===== src/rtl/ms3d_pkg.sv =====
package ms3d_pkg;

    // widths fixed by the item format
    localparam int PX_W  = 8;
    localparam int PY_W  = 4;
    localparam int PZ_W  = 6;
    localparam int POS_W = PX_W + PY_W + PZ_W;
    localparam int CW    = 13;   // holds any extent up to 4096
    localparam int CFG_IDX_W  = 3;
    localparam int CFG_DATA_W = 16;

    typedef enum logic [1:0] {
        ACT_WRITE = 2'd0,
        ACT_RUN   = 2'd1,
        ACT_READ  = 2'd2,
        ACT_NONE  = 2'd3
    } t_action;

    typedef enum logic [1:0] {
        ST_OK    = 2'd0,
        ST_RANGE = 2'd1,
        ST_CLAMP = 2'd2,
        ST_RSVD  = 2'd3
    } t_status;

    typedef enum logic [CFG_IDX_W-1:0] {
        CFG_SIZE_X = 3'd0,
        CFG_SIZE_Y = 3'd1,
        CFG_SIZE_Z = 3'd2,
        CFG_GAIN   = 3'd3,
        CFG_SWEEPS = 3'd4
    } t_cfg_idx;

    typedef enum logic [3:0] {
        CMD_NONE,
        CMD_HOST,
        CMD_RD_RESULT,
        CMD_NB,
        CMD_NBL,
        CMD_DIFF,
        CMD_MLO,
        CMD_MHI,
        CMD_UP_RD,
        CMD_UP_WR,
        CMD_RUN_DONE
    } t_op;

    typedef enum logic [3:0] {
        S_IDLE,
        S_HOST_RD,
        S_NB,
        S_NBL,
        S_DIFF,
        S_MLO,
        S_MHI,
        S_UP_RD,
        S_UP_WR,
        S_DONE
    } t_state;

    typedef struct packed {
        t_op op;
    } t_dp_cmd;

    typedef struct packed {
        logic    out_free;
        t_action act;
        logic    in_box;
        logic    run_trivial;
        logic    k_last;
        logic    cell_last;
        logic    sweep_last;
    } t_dp_stat;

endpackage


===== src/rtl/ms3d_ctrl.sv =====
module ms3d_ctrl (
    input  logic               i_clk,
    input  logic               i_rst_n,
    input  logic               i_in_valid,
    output logic               o_in_ready,
    output ms3d_pkg::t_dp_cmd  o_cmd,
    input  ms3d_pkg::t_dp_stat i_stat
);
    import ms3d_pkg::*;

    t_state r_state, n_state;
    logic   accept;

    assign o_in_ready = (r_state == S_IDLE) && i_stat.out_free;
    assign accept     = i_in_valid && o_in_ready;

    always_ff @(posedge i_clk) begin
        if (!i_rst_n) begin
            r_state <= S_IDLE;
        end else begin
            r_state <= n_state;
        end
    end

    always_comb begin
        n_state = r_state;
        case (r_state)
            S_IDLE: begin
                if (accept) begin
                    if (i_stat.act == ACT_READ && i_stat.in_box) begin
                        n_state = S_HOST_RD;
                    end else if (i_stat.act == ACT_RUN && !i_stat.run_trivial) begin
                        n_state = S_NB;
                    end
                end
            end
            S_HOST_RD: n_state = S_IDLE;
            S_NB:      n_state = i_stat.k_last ? S_NBL : S_NB;
            S_NBL:     n_state = S_DIFF;
            S_DIFF:    n_state = S_MLO;
            S_MLO:     n_state = S_MHI;
            S_MHI:     n_state = i_stat.cell_last ? S_UP_RD : S_NB;
            S_UP_RD:   n_state = S_UP_WR;
            S_UP_WR: begin
                if (!i_stat.cell_last) begin
                    n_state = S_UP_RD;
                end else if (i_stat.sweep_last) begin
                    n_state = S_DONE;
                end else begin
                    n_state = S_NB;
                end
            end
            S_DONE:    n_state = S_IDLE;
            default:   n_state = S_IDLE;
        endcase
    end

    always_comb begin
        case (r_state)
            S_IDLE:    o_cmd.op = accept ? CMD_HOST : CMD_NONE;
            S_HOST_RD: o_cmd.op = CMD_RD_RESULT;
            S_NB:      o_cmd.op = CMD_NB;
            S_NBL:     o_cmd.op = CMD_NBL;
            S_DIFF:    o_cmd.op = CMD_DIFF;
            S_MLO:     o_cmd.op = CMD_MLO;
            S_MHI:     o_cmd.op = CMD_MHI;
            S_UP_RD:   o_cmd.op = CMD_UP_RD;
            S_UP_WR:   o_cmd.op = CMD_UP_WR;
            S_DONE:    o_cmd.op = CMD_RUN_DONE;
            default:   o_cmd.op = CMD_NONE;
        endcase
    end

`ifndef SYNTHESIS
    a_busy_blocks: assert property (@(posedge i_clk) disable iff (!i_rst_n)
        (r_state != S_IDLE) |-> !o_in_ready)
        else $error("input taken while a run or read is in progress");
    a_read_one: assert property (@(posedge i_clk) disable iff (!i_rst_n)
        (r_state == S_HOST_RD) |=> (r_state == S_IDLE))
        else $error("host read did not return to idle");
    a_done_free: assert property (@(posedge i_clk) disable iff (!i_rst_n)
        (r_state == S_DONE) |-> i_stat.out_free)
        else $error("run finished while result register still full");
`endif
endmodule

===== config.mk =====
export PLATFORM = sky130hd
export DESIGN_NAME = ms3d_ctrl
export DESIGN_NICKNAME = d
export VERILOG_FILES = /design/src/rtl/ms3d_pkg.sv /design/src/rtl/ms3d_ctrl.sv
export SDC_FILE = /design/constraint.sdc
export NUM_CORES = 1
export LEC_CHECK = 0
export BUFFER_PORTS_ARGS = -buffer_cell sky130_fd_sc_hd__buf_2
export CORE_AREA = 2 2 39 41
export DETAILED_ROUTE_END_ITERATION = 8
export DIE_AREA = 0 0 41 43
export SLEW_MARGIN = 20
export SYNTH_ARGS = -nofsm -noshare
export SYNTH_HDL_FRONTEND = slang
export SYNTH_SLANG_ARGS = --single-unit

===== constraint.sdc =====
create_clock -name i_clk -period 1.3 [get_ports i_clk]
set_input_delay 0.065 -clock i_clk [delete_from_list [all_inputs] [get_ports i_clk]]
set_output_delay 0.065 -clock i_clk [all_outputs]
set_load 0.1 [all_outputs]

### Word-level counts from Yosys, hierarchy flattened

Cells that the tools add are included.

* memory bits (read-only): 0
* input bits: 11
* output and inout port bits: 5
* register bits: 4
* latch bits: 0
* memory bits (writable): 0
* logic and storage cells: 31
* memories kept: 0

* multiply operators: 0
* $lt $le $gt $ge: 0
* add/subtract/negate cells: 0
* divide/modulo/power cells: 0
* mux-type cells: 10
* reductions and logical operators: 7
* equality and inequality tests: 13
* shift-type cells: 0
* bitwise gates (word level): 0

Operators by type and width (number)
* case mux 4 bit (10 select lines): 1
* case mux 4 bit (8 select lines): 1
* two-way mux 4 bit: 5
* equality test 4 x 3 -> 1 bit (second input constant): 4
* equality test 4 x 2 -> 1 bit (second input constant): 2
* equality test 4 bit (second input constant): 2
* equality test 4 x 1 -> 1 bit (second input constant): 1
* logical AND 1 bit: 4
* zero test 4 bit: 1
* two-way mux 3 bit: 1
* != test 3 x 1 -> 1 bit (second input constant): 1
* equality test 2 x 1 -> 1 bit (second input constant): 1
* equality test 2 bit (second input constant): 1
* two-way mux 1 bit: 2
* != test 2 bit (second input constant): 1
* AND reduction 2 bit: 1
* zero test 1 bit: 1

### Longest topological paths before layout

Gate-level depths: netlist of run 1.

* depth in word-level cells: 6
* gate-level depth with buffers: 5
* gate-level depth less buffers: 4

### Least setup slack after synthesis of run 1

OpenSTA, ideal clock, no wires.

* path type: register to output
* from: register r_state[1]
* to: output o_cmd[1] (netlist bit)
* arrival: 2.677 ns
* required time: 1.235 ns
* buffers on the path: 1
* slack: -1.442 ns
* stages on the path, launching flop included: 4
* path through: dfxtp_1 > buf_2 > xnor2_1 > o21ai_0

RTL lines
* start, declared: RTL line ms3d_ctrl.sv:11 `t_state r_state, n_state;`
* start signal, assigned: RTL line ms3d_ctrl.sv:21 `r_state <= n_state;`
* end, declared: RTL line ms3d_ctrl.sv:6 `output ms3d_pkg::t_dp_cmd o_cmd,`

==> results.md, run 1 <==
- Status: finished with violations
- Failing checks: negative setup slack
- Slew headroom: 84.2%
- Data arrival time of the critical path: 1280 ps
- Synth area leader: dfxtp_1
- Worst setup SP type: flop
- Synth top area share: about a fifth
- Class of the worst hold path: in2reg
- Post-Route Setup TNS: -112 ps
- Number of flip-flops in the largest register: 4
- Total grt overflow: 0
- Final antenna-violating net count: 0
- Synth-to-layout area growth: 94.6%
- Post-layout minimum cycle time: 1350 ps
- Largest registers: r_state (4)
- Worst VDD drop: about 0.32 mV
- FP Rows: 14
- Core area: 1380 sq um
- Cts bufs inserted: 3
- Most flop-heavy register: r_state
- Vias in the first global route: 491
- Worst EP required: 1240 ps
- Vias per cell: just over 5
- CP Max Fanout: 6
- Synth Register Bits: 4
- Total chip power: 0.000438 W
- Final WS setup: -48.9 ps
- Total track usage: 16.8%
- Diode count: 0
- Initial antenna violation count: 0
- Critical path endpoint category: primary output
- Port buffer count: 15
- Final Max Tran Viols: 0
- Die Span X: 41 um
- Max_cap viols: 0
- Via count: 504
- Syn Area/Cell: 6.89 sq um
- Layout Nets: between 90 and 100
- PwrDens: 573 nW/um^2
- Final period utilization: 104%
- Pre-antenna DRT Iters: 4
- First-pass GRT wire length: 2.03 mm
- Clk pin slew, worst setup/hold paths: 50 ps
- H-tree levels: 1
- Worst Clk Skew: approximately 9.2 ps
- # clock sinks: 4
- Final WL: 1.25 mm
- Initial DRC Count: 4
- Seq/Total Area, Yosys: about 20%
- CTS Root Cell: clkbuf_4
- Initial Utilization: between 20% and 30%
- WL/cell: 12.6 um
- Setup violators final: 5
- F_max: 741 MHz
- Netlist cell types: 25
- Layout cells sized above 1: 63.9%
- CTS tree: done
- RSZ-0062 raised after global routing: true
- Dpl hpwl: between 800 and 900 um
- Clock Latency Late Sink: between 200 and 300 ps
- Critical path class: reg2out
- Syn nets: 68
- Clock buffer depth: 2
- Leakage: 0.315 nW
- Die Y: 43 um
- Routability Congestion: approximately 0.8
- Cell count after synthesis: 57
- Residual DRC: 0
- Pin count of the biggest net entering global routing: 11
- Die ar.: 1760 sq um
- Num ports: 16
- Fin. Hold Viols: 0
- Synthesis Warnings: 0
- Post-Synthesis Cell Area: 393 sq um
- Slew @ Worst Pin: ~240 ps
- Synth area leaders: dfxtp_1 20%, nand2_1 9.6%, a21oi_1 7.6%
[worst paths after layout]
path | from | end | slack, ps | cells past startpoint
worst min-delay path | i_stat[0] | r_state[3]$_SDFFE_PN0P_ | 120 | 3
worst min register to register | r_state[0]$_SDFFE_PN0P_ | r_state[3]$_SDFFE_PN0P_ | 660 | 3
worst max-delay path | r_state[1]$_SDFFE_PN0P_ | o_cmd[2] | -50 | 4
worst max register to register | r_state[1]$_SDFFE_PN0P_ | r_state[0]$_SDFFE_PN0P_ | -10 | 5
[power breakdown]
part | switching [W] | internal, W
clock network | 0.0000653 | 0.000104
logic | 0.0000828 | 0.0000645
registers | 0.00000357 | 0.000118
[placed cells by master, fill, tap and decap left out]
| cell | n |
|---|---|
| o31a_1 | 1 |
| nor4_4 | 1 |
| nor2b_2 | 2 |
| nand3b_1 | 4 |
| nand2b_4 | 2 |
| xnor2_1 | 1 |
| mux2_2 | 1 |
| buf_6 | 2 |
| nor2_2 | 2 |
| nand2_1 | 8 |
| a21boi_2 | 1 |
| buf_2 | 10 |
| a2bb2oi_1 | 1 |
| or2_4 | 2 |
| o21a_1 | 1 |
| a21oi_1 | 4 |
| nand2_4 | 1 |
| o21ai_2 | 2 |
| a32oi_1 | 1 |
| nand2_2 | 1 |
| or3b_1 | 1 |
| buf_4 | 10 |
| nand4_1 | 1 |
| and2_1 | 1 |
| buf_12 | 5 |
| clkbuf_4 | 3 |
| o21ai_1 | 1 |
| nor2_1 | 4 |
| a21boi_0 | 1 |
| a21oi_4 | 2 |
| o2111a_2 | 1 |
| and2_4 | 1 |
| dfxtp_4 | 4 |
[cell usage after synthesis]
library cell   n
nor2_2         1
nand2_1       10
o31a_1         1
a32oi_1        1
o21a_1         1
nand4_1        1
nand2b_1       2
a2bb2oi_1      1
a21boi_0       1
nor2_1         5
nor4_1         1
buf_2          3
o21ai_0        3
dfxtp_1        4
a21boi_2       1
clkbuf_1       1
nor2b_1        2
mux2_2         1
xnor2_1        1
nand3b_1       4
a21oi_1        6
o2111a_2       1
or2_2          2
or3b_1         1
and2_1         2
[through the flow]
step	hold WS (ps)	setup WS, ps	cells	utilization (%)	cell area [sq um]
5_1_grt	117	-98.5	99	55.2	764
2_1_floorplan	232	-135	57	-	444
3_5_place_dp	383	-6.29	90	45.3	627
4_1_cts	117	-52.0	99	54.7	757
6_report	119	-48.9	99	55.2	764
3_3_place_gp	386	7.38	90	45.3	627
[cells by family (layout without fill, tap and decap cells)]
logic type                after synthesis  in the layout  share of synthesized area (%)
AOI/OAI and AO/OA                      16             16                           28.0
and+or+nand+nor                        31             31                           41.7
buffers and inverters                   4             30                           4.78
muxes                                   1              1                           2.87
DFF                                     4              4                           20.4
xor gates and xnor gates                1              1                           2.23
[critical path, stage by stage, from the launching register on]
cell and delay (ps):
dfxtp_4 390, nand2_2 80, or2_4 250, a21oi_4 140, buf_12 190
[layer usage]
metal	vias to the layer above	share of wire, %	GRT usage [%]
met5	-	0	0
met4	0	1.3	6.00
met3	2	3.5	4.71
met2	9	54	27.8
met1	238	41	19.5
li1	255	-	-
[what timing repair did]
action                     in CTS  in global routing
hold buffers                    0                  0
setup buffers                   6                  0
setup endpoints to repair       5                  8
resized for setup              17                  4
pin swaps                       0                  1
[layout make-up]
cell class / instances / area, sq um
Clock buffer: 3 / 22.5
Fill cell: 122 / 619
Multi-Input combinational cell: 49 / 379
Sequential cell: 4 / 95.1
Tap cell: 16 / 20.0
Timing Repair Buffer: 27 / 248
No activity file was read; power rests on OpenSTA's default activity.
==> run 2, diff against run 1 <==
--- a/config.mk
+++ b/config.mk
@@ -5,7 +5,7 @@
 export SDC_FILE = /design/constraint.sdc
 export NUM_CORES = 1
 export LEC_CHECK = 0
-export BUFFER_PORTS_ARGS = -buffer_cell sky130_fd_sc_hd__buf_2
+export BUFFER_PORTS_ARGS = -buffer_cell sky130_fd_sc_hd__clkbuf_2
 export CORE_AREA = 2 2 39 41
 export DETAILED_ROUTE_END_ITERATION = 8
 export DIE_AREA = 0 0 41 43
==> constraint.sdc (replaced) <==
create_clock -name i_clk -period 1.24 [get_ports i_clk]
set_input_delay 0.062 -clock i_clk [delete_from_list [all_inputs] [get_ports i_clk]]
set_output_delay 0.062 -clock i_clk [all_outputs]
set_load 0.1 [all_outputs]
==> results.md, run 2 (synthesis gave the netlist of run 1 again) <==
- Status: finished with violations
- Failing checks: negative setup slack
- Finished Core Util: 58.5% (+3.3 points)
- Layout Cells excl Fill: 104 (+5.1%)
- Internal power: 0.000305 W (+6.5%)
- Commonest cells after routing, fill and taps aside: 12 x buf_4, 11 x clkbuf_2, 7 x nand2_1, 5 x buf_12
- Delay-heaviest family, CP: flip-flops
- Vias in the first global route: 479 (-2.4%)
- CP Max Fanout: 7 (+1)
- Reg power frac: 28.2% (+0.5 points)
- Die Y: 43 um (unchanged)
- Data arrival time of the critical path: 1330 ps (+50 ps)
- Slew headroom: 84.8% (+0.64 points)
- Clock Latency Late Sink: 240 ps (about the same)
- WL/cell: 12.6 um (-0.22%)
- Setup violators final: 8 (+3)
- Crit-path cells: buf_6, or2_4, a21oi_4, buf_12
- Critical path class: reg2out
- Largest registers: r_state (4)
- Leakage: 0.359 nW (+14%)
- Post-layout minimum cycle time: 1390 ps
- Clk pin slew, worst setup/hold paths: 40 ps (about the same)
- Pre-antenna DRT Iters: 4 (unchanged)
- Synth-to-layout area growth: 106%
- Final period utilization: 112%
- Total grt overflow: 0 (unchanged)
- Max stage delay on crit path: 380 ps (about the same)
- Residual DRC: 0 (unchanged)
- Diode count: 0 (unchanged)
- Crit path buf inv count: 2 (+1)
- Final antenna-violating net count: 0 (unchanged)
- Clock buffer depth: 2 (unchanged)
- Combinational power share: 34.9% (+1.3 points)
- PwrDens: 566 nW/um^2 (-1.3%)
- Layout Nets: 101 (+5.2%)
- Die Span X: 41 um (unchanged)
- Slowest cell on the critical path: dfxtp_4
- Num ports: 16 (unchanged)
- Worst EP required: 1180 ps (-60 ps)
- Vias per cell: 4.93 (-3.1%)
- Initial DRC Count: 4 (unchanged)
- Cell count after placement: 90 (unchanged)
- Core area: 1380 sq um (unchanged)
- Initial Utilization: 28.4% (unchanged)
- Pin count of the biggest net entering global routing: 11 (unchanged)
- Dpl hpwl: 836 um (-4.1%)
- Number of flip-flops in the largest register: 4 (unchanged)
- Fin. Hold Viols: 0 (unchanged)
- First-pass GRT wire length: 1.93 mm (-4.7%)
- Switch Pwr: 0.000153 W (+0.77%)
- Critical path endpoint category: primary output
- Layout cells sized above 1: 64.8% (+0.92 points)
- Final WS setup: -148 ps (-98.9 ps)
- CTS tree: done
- F_max: 721 MHz
- Initial antenna violation count: 0 (unchanged)
- Switching share of power: 33.4% (-1.2 points)
- CTS Root Cell: clkbuf_4
- Filler instances: 131 (+7.4%)
- Cts bufs inserted: 3 (unchanged)
- Max_cap viols: 0 (unchanged)
- Class of the worst hold path: in2reg
- Worst Clk Skew: 2.82 ps (-6.35 ps)
- Port buffer count: 15 (unchanged)
- Worst setup SP type: flop
- H-tree levels: 1 (unchanged)
- Final Max Tran Viols: 0 (unchanged)
- Via count: 513 (+1.8%)
- Power share of the clock group: 36.9% (-1.8 points)
- FP Rows: 14 (unchanged)
- Die ar.: 1760 sq um (unchanged)
- Worst VDD drop: 0.316 mV (about the same)
- # clock sinks: 4 (unchanged)
- RSZ-0062 raised after global routing: true
- Slew @ Worst Pin: 227 ps (-9.66 ps)
- Final WL: 1.31 mm (+4.8%)
- Routability Congestion: 0.815 (-0.59%)
- Total track usage: 16.1% (-0.69 points)
- Most flop-heavy register: r_state
- Commonest non-fill, non-tap cell in the layout: buf_4
-- run 2: layer usage --
| layer | vias to the layer above | global-route usage [%] | share of wire, % |
|---|---|---|---|
| li1 | 265 | - | - |
| met5 | - | 0 | 0 |
| met1 | 236 | 18.6 | 43 |
| met2 | 10 | 26.6 | 54 |
| met3 | 2 | 4.71 | 2.6 |
| met4 | 0 | 6.00 | 1.0 |
-- run 2: final timing paths --
kind / startpoint / endpoint / slack (ps) / cells after the start
min: i_stat[0] / r_state[3]$_SDFFE_PN0P_ / 100 / 3
max reg2reg: r_state[1]$_SDFFE_PN0P_ / r_state[0]$_SDFFE_PN0P_ / -100 / 6
max: r_state[2]$_SDFFE_PN0P_ / o_cmd[2] / -150 / 4
min reg2reg: r_state[0]$_SDFFE_PN0P_ / r_state[3]$_SDFFE_PN0P_ / 670 / 3
-- run 2: stage by stage --
step	setup WS [ps]	cell area, sq um	total power, W	hold slack, ps	TNS [ps]
final	-148	810	0.000458	102	-649
after global routing	-186	810	0.000479	125	-1000
after CTS	-152	756	0.000456	89.6	-643
after detailed placement	-74.5	632	0.000282	350	-117
after global placement	-20.1	632	0.000281	360	-50.7
after floorplan	-192	449	0.000225	229	-434
-- run 2: layout make-up --
class	instances	area, sq um	area share [%]
well taps	16	20.0	2.47
repair buffers	32	290	35.9
clock buffers	3	22.5	2.78
multi-input cells	49	382	47.1
flip-flops and latches	4	95.1	11.7
-- run 2: worst register-to-register path, stage by stage, from the launching register on --
cell	delay, ps
dfxtp_4	420
buf_6	120
buf_6	90
nor2b_1	140
a2bb2oi_1	160
nor2_1	70
o31a_1	230
-- run 2: power by group through the flow --
stage / clock [W] / sequential, W / combinational, W
2_1_floorplan: 0 / 0.000134 / 0.0000905
3_3_place_gp: 0 / 0.000138 / 0.000143
3_5_place_dp: 0 / 0.000138 / 0.000144
4_1_cts: 0.000174 / 0.000128 / 0.000154
5_1_grt: 0.000181 / 0.000129 / 0.000169
6_report: 0.000169 / 0.000129 / 0.000160
-- run 2: repair_timing --
item | in CTS | in global routing
gates cloned | 0 | 0
hold buffers | 0 | 0
pin swaps | 7 | 10
buffers inserted | 8 | 3
gates resized for setup | 14 | 10
setup endpoints to repair | 8 | 9
==> run 3, diff against run 2 <==
--- a/config.mk
+++ b/config.mk
@@ -9,6 +9,7 @@
 export CORE_AREA = 2 2 39 41
 export DETAILED_ROUTE_END_ITERATION = 8
 export DIE_AREA = 0 0 41 43
+export RECOVER_POWER = 25
 export SLEW_MARGIN = 20
 export SYNTH_ARGS = -nofsm -noshare
 export SYNTH_HDL_FRONTEND = slang
==> constraint.sdc (replaced) <==
create_clock -name i_clk -period 1.25 [get_ports i_clk]
set_input_delay 0.0625 -clock i_clk [delete_from_list [all_inputs] [get_ports i_clk]]
set_output_delay 0.0625 -clock i_clk [all_outputs]
set_load 0.1 [all_outputs]
==> results.md, run 3 (synthesis gave the netlist of run 1 again) <==
- Failing checks: negative setup slack
- CTS Root Cell: clkbuf_4
- Initial Utilization: 28.4% (unchanged)
- Commonest cells after routing, fill and taps aside: 14 x buf_4, 10 x clkbuf_2, 6 x nand2_1, 5 x buf_12, 5 x buf_6
- Post-Route Setup TNS: -668 ps (-19.7 ps)
- Synth-to-layout area growth: 124%
- Commonest non-fill, non-tap cell in the layout: buf_4
- Pin count of the biggest net entering global routing: 11 (unchanged)
- Residual DRC: 0 (unchanged)
- Port buffer count: 15 (unchanged)
- H-tree levels: 1 (unchanged)
- FP Rows: 14 (unchanged)
- Layout Nets: 104 (+3.0%)
- PwrDens: 520 nW/um^2 (-8.0%)
- Routability Congestion: 0.810 (-0.63%)
- Class of the worst hold path: in2reg
- Largest registers: r_state (4)
- Max_cap viols: 0 (unchanged)
- RSZ-0062 raised after global routing: true
- Final Max Tran Viols: 0 (unchanged)
- Pre-antenna DRT Iters: 5 (+1)
- Core area: 1380 sq um (unchanged)
- Total grt overflow: 0 (unchanged)
- Final WS setup: -134 ps (+13.5 ps)
- Die ar.: 1760 sq um (unchanged)
- WL/cell: 14.3 um (+14%)
- Number of flip-flops in the largest register: 4 (unchanged)
- Hold_buf cts: 0 (unchanged)
- Initial DRC Count: 11 (+7)
- Most flop-heavy register: r_state
- Num ports: 16 (unchanged)
- Final WL: 1.54 mm (+18%)
- Final antenna-violating net count: 0 (unchanged)
- Critical path endpoint category: primary output
- Setup violators final: 9 (+1)
- Die Y: 43 um (unchanged)
- Total chip power: 0.000458 W (about the same)
- CP Max Fanout: 6 (-1)
- # clock sinks: 4 (unchanged)
- Worst setup SP type: flop
- F_max: 722 MHz
- Worst EP required: 1190 ps (about the same)
- Clk pin slew, worst setup/hold paths: 40 ps (about the same)
- Final period utilization: 111%
- Critical path class: reg2out
- Finished Core Util: 63.6% (+5.1 points)
- Worst VDD drop: 0.315 mV (-0.11%)
- Layout cells sized above 1: 69.2% (+4.5 points)
- Diode count: 0 (unchanged)
- Post-layout minimum cycle time: 1380 ps
- Initial antenna violation count: 0 (unchanged)
- Die Span X: 41 um (unchanged)
- First-pass GRT wire length: 2.13 mm (+10%)
- Slew @ Worst Pin: 274 ps (+46.8 ps)
- Slew headroom: 81.6% (-3.3 points)
- CTS tree: done
- Vias per cell: 5.36 (+8.6%)
- Fin. Hold Viols: 0 (unchanged)
- Status: finished with violations
- Leakage: 0.396 nW (+11%)
- Clock Latency Late Sink: 240 ps (about the same)
- Worst Clk Skew: 4.22 ps (+1.39 ps)
- Total track usage: 17.7% (+1.6 points)
- Cts bufs inserted: 3 (unchanged)
- Clock buffer depth: 2 (unchanged)
- Data arrival time of the critical path: 1320 ps (about the same)
- Vias in the first global route: 502 (+4.8%)
- Dpl hpwl: 859 um (+2.7%)
- Via count: 573 (+12%)
## run 3: cell types whose count changed in the layout (fill, tap and decap cells not counted), sizes merged
cell          change
buf               +3
dlymetal6s2s      +1
clkbuf            -1
## run 3: worst paths after layout
check / from / endpoint / slack [ps] / cells after the start
max: r_state[3]$_SDFFE_PN0P_ / o_in_ready / -130 / 4
min: i_stat[0] / r_state[3]$_SDFFE_PN0P_ / 160 / 3
max reg2reg: r_state[2]$_SDFFE_PN0P_ / r_state[3]$_SDFFE_PN0P_ / -60 / 6
min reg2reg: r_state[0]$_SDFFE_PN0P_ / r_state[0]$_SDFFE_PN0P_ / 640 / 2
## run 3: per-layer routing
metal | routed length [um] | share of wire, % | global-route usage, % | up-vias
met3 | 80 | 5.2 | 4.71 | 2
met1 | 605 | 39 | 20.8 | 274
met4 | 10 | 0.65 | 4.00 | 0
met5 | 0 | 0 | 0 | -
met2 | 837 | 55 | 30.3 | 26
li1 | - | - | - | 271
## run 3: metrics by stage
| stage | hold WS [ps] | cells | cell area [sq um] | setup slack, ps |
|---|---|---|---|---|
| final | 157 | 107 | 880 | -134 |
| after global routing | 154 | 107 | 880 | -170 |
| after CTS | 111 | 103 | 783 | -122 |
| after detailed placement | 369 | 89 | 624 | -90.8 |
| after global placement | 366 | 89 | 624 | -17.3 |
| after floorplan | 230 | 57 | 449 | -183 |
## run 3: critical path, stage by stage, from the launching register on
cell	delay [ps]
dfxtp_4	370
nor4_4	270
buf_4	150
and2_4	140
buf_12	160
## run 3: final cells by class
cell class                      count  area [sq um]
Sequential cell                     4          95.1
Fill cell                         117           504
Clock buffer                        3          22.5
Timing Repair Buffer               35           324
Multi-Input combinational cell     49           418
Tap cell                           16          20.0
## run 3: timing repair
item | CTS | global route
gates cloned | 0 | 0
pin swaps | 8 | 10
resized for setup | 19 | 14
buffers inserted | 11 | 4
endpoints found under the setup margin | 8 | 9
## run 3: power breakdown
part           leakage (nW)  total, W  switching, W  internal, W
clock                0.0138  0.000164     0.0000561     0.000108
sequential           0.0355  0.000127    0.00000471     0.000123
combinational         0.347  0.000167     0.0000926    0.0000742
total                 0.396  0.000458      0.000153     0.000304
